`src/m3inv_pkg.sv`:
```
package m3inv_pkg;

   localparam int NumElems = 9;
   localparam int QuotBits = 32;
   localparam int DenBits  = 48;

   // adjugate entry k = a[ia]*a[ib] - a[ic]*a[id]
   localparam logic [3:0] IdxA [NumElems] = '{4'd4, 4'd2, 4'd1, 4'd5, 4'd0, 4'd2, 4'd3, 4'd1, 4'd0};
   localparam logic [3:0] IdxB [NumElems] = '{4'd8, 4'd7, 4'd5, 4'd6, 4'd8, 4'd3, 4'd7, 4'd6, 4'd4};
   localparam logic [3:0] IdxC [NumElems] = '{4'd5, 4'd1, 4'd2, 4'd3, 4'd2, 4'd0, 4'd4, 4'd0, 4'd1};
   localparam logic [3:0] IdxD [NumElems] = '{4'd7, 4'd8, 4'd4, 4'd8, 4'd6, 4'd5, 4'd6, 4'd7, 4'd3};

   typedef struct packed {
      logic                  neg;
      logic                  ovf;
      logic [DenBits-1:0]    prem;
      logic [QuotBits-1:0]   nq;
   } lane_type;

   typedef struct packed {
      logic                  singular;
      logic [DenBits-1:0]    den;
      lane_type [NumElems-1:0] lane;
   } div_type;

endpackage

```
`src/m3inv_div_cell.sv`:
```
module m3inv_div_cell (
   input  logic              clock,
   input  logic              reset,
   input  logic              in_valid,
   input  m3inv_pkg::div_type in_data,
   output logic              in_ready,
   output logic              out_valid,
   output m3inv_pkg::div_type out_data,
   input  logic              out_ready
);
   import m3inv_pkg::*;

   logic    valid_ff, valid_in;
   div_type data_ff, data_in;
   logic [DenBits:0] trial [NumElems];
   logic             ge [NumElems];

   assign in_ready  = !valid_ff || out_ready;
   assign out_valid = valid_ff;
   assign out_data  = data_ff;

   // one restoring division step per lane
   always_comb begin
      valid_in = in_ready ? in_valid : valid_ff;
      data_in  = in_data;
      for (int k = 0; k < NumElems; k++) begin
         trial[k] = {in_data.lane[k].prem, in_data.lane[k].nq[QuotBits-1]};
         ge[k]    = trial[k] >= {1'b0, in_data.den};
         data_in.lane[k].prem = ge[k] ? DenBits'(trial[k] - {1'b0, in_data.den})
                                      : trial[k][DenBits-1:0];
         data_in.lane[k].nq   = {in_data.lane[k].nq[QuotBits-2:0], ge[k]};
      end
   end

   always_ff @(posedge clock) begin
      if (reset) begin
         valid_ff <= 1'b0;
      end else begin
         valid_ff <= valid_in;
      end
      if (in_ready && in_valid) begin
         data_ff <= data_in;
      end
   end

endmodule

```
`config.mk`:
```
export PLATFORM = sky130hd
export DESIGN_NAME = m3inv_div_cell
export DESIGN_NICKNAME = d
export VERILOG_FILES = /design/src/m3inv_pkg.sv /design/src/m3inv_div_cell.sv
export SDC_FILE = /design/constraint.sdc
export NUM_CORES = 2
export LEC_CHECK = 0
export ABC_CLOCK_PERIOD_IN_PS = 18610
export BUFFER_PORTS_ARGS = -buffer_cell sky130_fd_sc_hd__buf_2
export CAP_MARGIN = 20
export CORE_AREA = 2 2 621 623
export DETAILED_ROUTE_END_ITERATION = 8
export DIE_AREA = 0 0 623 625
export GPL_TIMING_DRIVEN = 0
export PLACE_DENSITY = 0.41
export RECOVER_POWER = 50
export SETUP_SLACK_MARGIN = 0.4
export SYNTH_ARGS = -nofsm -noshare
export SYNTH_HDL_FRONTEND = slang
export SYNTH_SLANG_ARGS = --single-unit
```
`constraint.sdc`:
```
create_clock -name clock -period 18.61 [get_ports clock]
set_input_delay 0.9305 -clock clock [delete_from_list [all_inputs] [get_ports clock]]
set_output_delay 0.9305 -clock clock [all_outputs]
set_load 0.05 [all_outputs]
```
==> results.yml <==
run_status:
  status: "finished, violations left"
  violations: "max-capacitance violations, max-slew violations"
clocking:
  cts_setup_buffers: 0
  clk_path_buf_depth: 4
  numClockSinks: 788
  path_clk_slew_ns: 0.06
  cts_root_buffer: "clkbuf_16"
  hold_buffers: 0
  clk_latency_ns: 0.92
  htree_levels: 3
  cts_resized: 0
  cts_tree: "built"
  cts_buffers: 118
run:
  timing.max_cap.violations: 14
detailed_routing:
  vias: 51502
  dr.first_iter.drc_count: 4101
  drc: 0
  ant_nets: 0
  viasPerCell: 4.20
  drt_wl_total_um: 388000
  dr.pass1.iters: 5
  wl_per_cell_um: 31.6
yosys:
  syn_nets: 6464
  async_flop_share_pct: 0
  synth.area.top_cells: "edfxtp_1, ha_1, a21oi_1, o21ai_0, a21o_1"
  synth_largest_area_cell: "edfxtp_1"
  synthCells: 5232
  ys_ff_latch: 788
  synth-edff-count: 787
  yosysSeqAreaShare_pct: 44.7
  synth.top_cell.area_share_pct: 44.7
  syn_area_um2: 52900
  ys.flop_type: "edfxtp_1"
  synth_cell_types: 100
  yosys_warnings: 0
  synth.avg_cell_area_um2: 10.1
timing:
  tightest_slew_ns: 3.70
  fin_crit_ns: 10.30
  slew_viol_final: 685
  max_freq_mhz: 97.1
  hold_viol: 0
  setup_violations: 0
  final.setup.tns_ns: 0
  skew_ns: 0.0832
  postLayoutSetupSlackWorst_ns: 8.31
  fin_crit_sh_pct: 55.3
  maxSlewHeadroom_pct: -147
  rsz0062_at_grt: "false"
worst_setup_path:
  crit_type: "reg -> reg"
  worstPathRequired_ns: 19.15
  cp-end-kind: "flop"
  crit_path_start_kind: "flop"
  cp_slowest_cell: "clkbuf_1"
  rr_worst_depth: 6
  critPathMaxFanout: 55
  worstPathArrival_ns: 10.84
  cp_slowest_stage_delay_ns: 2.58
  cpMostUsedCell: "clkbuf_1"
  path_cells: "nand2b_1 -> and2_0 -> clkbuf_1 -> clkbuf_1 -> clkbuf_1 -> buf_16"
die:
  die_h_um: 625
  initial_core_util_pct: 13.8
  num_io_pins: 1580
  dieArea_um2: 389000
  row_count: 228
  core_area_um2: 384000
  die_w_um: 623
placement:
  dp_worst_setup_slack_ns: 12.23
  gp_congestion: 0.895
  io_buffers: 1579
  dp_hpwl_um: 331000
  post-place-cells: 11933
global_route:
  grt_max_degree: 66
  grt_first_pass_wirelength_um: 488000
  grt-ovfl-total: 0
  antenna_found_initial: 280
  grt_pass1_vias: 48827
  grt_usage_pct: 19.0
layout:
  fin_util_pct: 18.7
  finalNetCount: 8225
  synthToLayoutAreaGrowth_pct: 35.8
  drive_above_1_share_pct: 24.0
  final_cell_mix: "buf_2, edfxtp_1, clkbuf_1, a21oi_1, nand2_1"
  stdcell_count: 12262
  layout_commonest_cell: "buf_2"
power_and_ir_drop:
  ir_drop_uv: 70.6
  power_mw: 6.99
  p_per_area_nw_per_um2: 97.2
  power.leakage_nw: 28.5
worst_hold_path:
  whs_path_depth: 1
  hp-class: "in -> reg"
## worst max-delay path: cells and delay by family, from the launching register on
| kind | cells | cell delay [ns] |
|---|---|---|
| simple gates | 2 | 1.79 |
| buf+inv | 4 | 7.66 |
| flops | 1 | 0.31 |
## path summary, 6_finish.rpt
path	slack, ns	endpoint	start
worst max-delay path	8.31	out_data[264]	out_valid
worst min-delay path	0.19	out_data[169]	in_data[168]
worst max register to register	8.31	out_data[264]	out_valid
worst min register to register	0.53	out_valid	out_valid
## kinds of logic (layout without fill, tap and decap cells)
group / Yosys count / count (layout) / synth area share (%)
mux: 134 / 134 / 2.86
other cells: 0 / 113 / 0
xor+xnor: 379 / 379 / 6.27
flops: 788 / 788 / 44.7
fa+ha+maj: 441 / 441 / 10.6
buf+inv: 400 / 2257 / 3.01
simple gates: 1383 / 1383 / 12.3
compound gates: 1707 / 1707 / 20.4
## power by group
group          switching (mW)  leakage [nW]  internal [mW]
Sequential             0.0704          7.62           2.20
Clock                    1.00          1.84           1.32
Combinational            1.75          19.1          0.640
Total                    2.83          28.5           4.16
## synth_stat cells, types with 9 or more instances
cell / number
a211o_1: 15
a211oi_1: 35
a21boi_0: 14
a21o_1: 256
a21oi_1: 541
a221oi_1: 18
a31o_2: 13
a31oi_1: 51
a41oi_1: 11
and2_1: 22
and3_1: 60
and4_1: 23
buf_2: 33
clkbuf_1: 184
edfxtp_1: 787
fa_1: 9
ha_1: 432
inv_1: 166
mux2_2: 111
mux2i_1: 12
nand2_1: 491
nand2b_1: 47
nand3_1: 102
nand4_1: 104
nor2_1: 343
nor2b_1: 51
nor3_1: 57
nor4_1: 20
o2111ai_1: 11
o211a_1: 9
o211ai_1: 32
o21a_1: 50
o21ai_0: 409
o21ai_1: 27
o21bai_1: 59
o31a_1: 18
o31ai_1: 34
or2_2: 17
or3_1: 14
xnor2_1: 206
xor2_1: 173
## area by class of cell
type / instances / area (um2)
antenna: 113 / 283
fill: 43229 / 312000
clock buffer: 135 / 3040
clock inverter: 81 / 801
multi-input combinational: 4044 / 27700
sequential: 788 / 23700
tap: 5060 / 6330
buffer: 232 / 963
timing repair buffer: 1641 / 8490
inverter: 168 / 636
## registers in the layout, summed over array words and instances, names as in the netlist
| name | flops |
|---|---|
| out_valid | 1 |
| out_data | 787 |
## through the flow
stage               cell area, um2  hold WS, ns
finish                       71900        0.189
global route                 71800        0.124
CTS                          72400       0.0827
detailed placement           68500        0.509
global placement             67200        0.496
floorplan                    52900         1.00
## routing by layer
layer	vias to the layer above	track usage, %	share of wire (%)
met4	92	9.40	5.6
met1	25003	20.0	36
met5	-	0	0.15
met3	708	4.64	6.8
li1	23414	-	-
met2	2285	35.1	52
(Power assumes the default switching activity.)
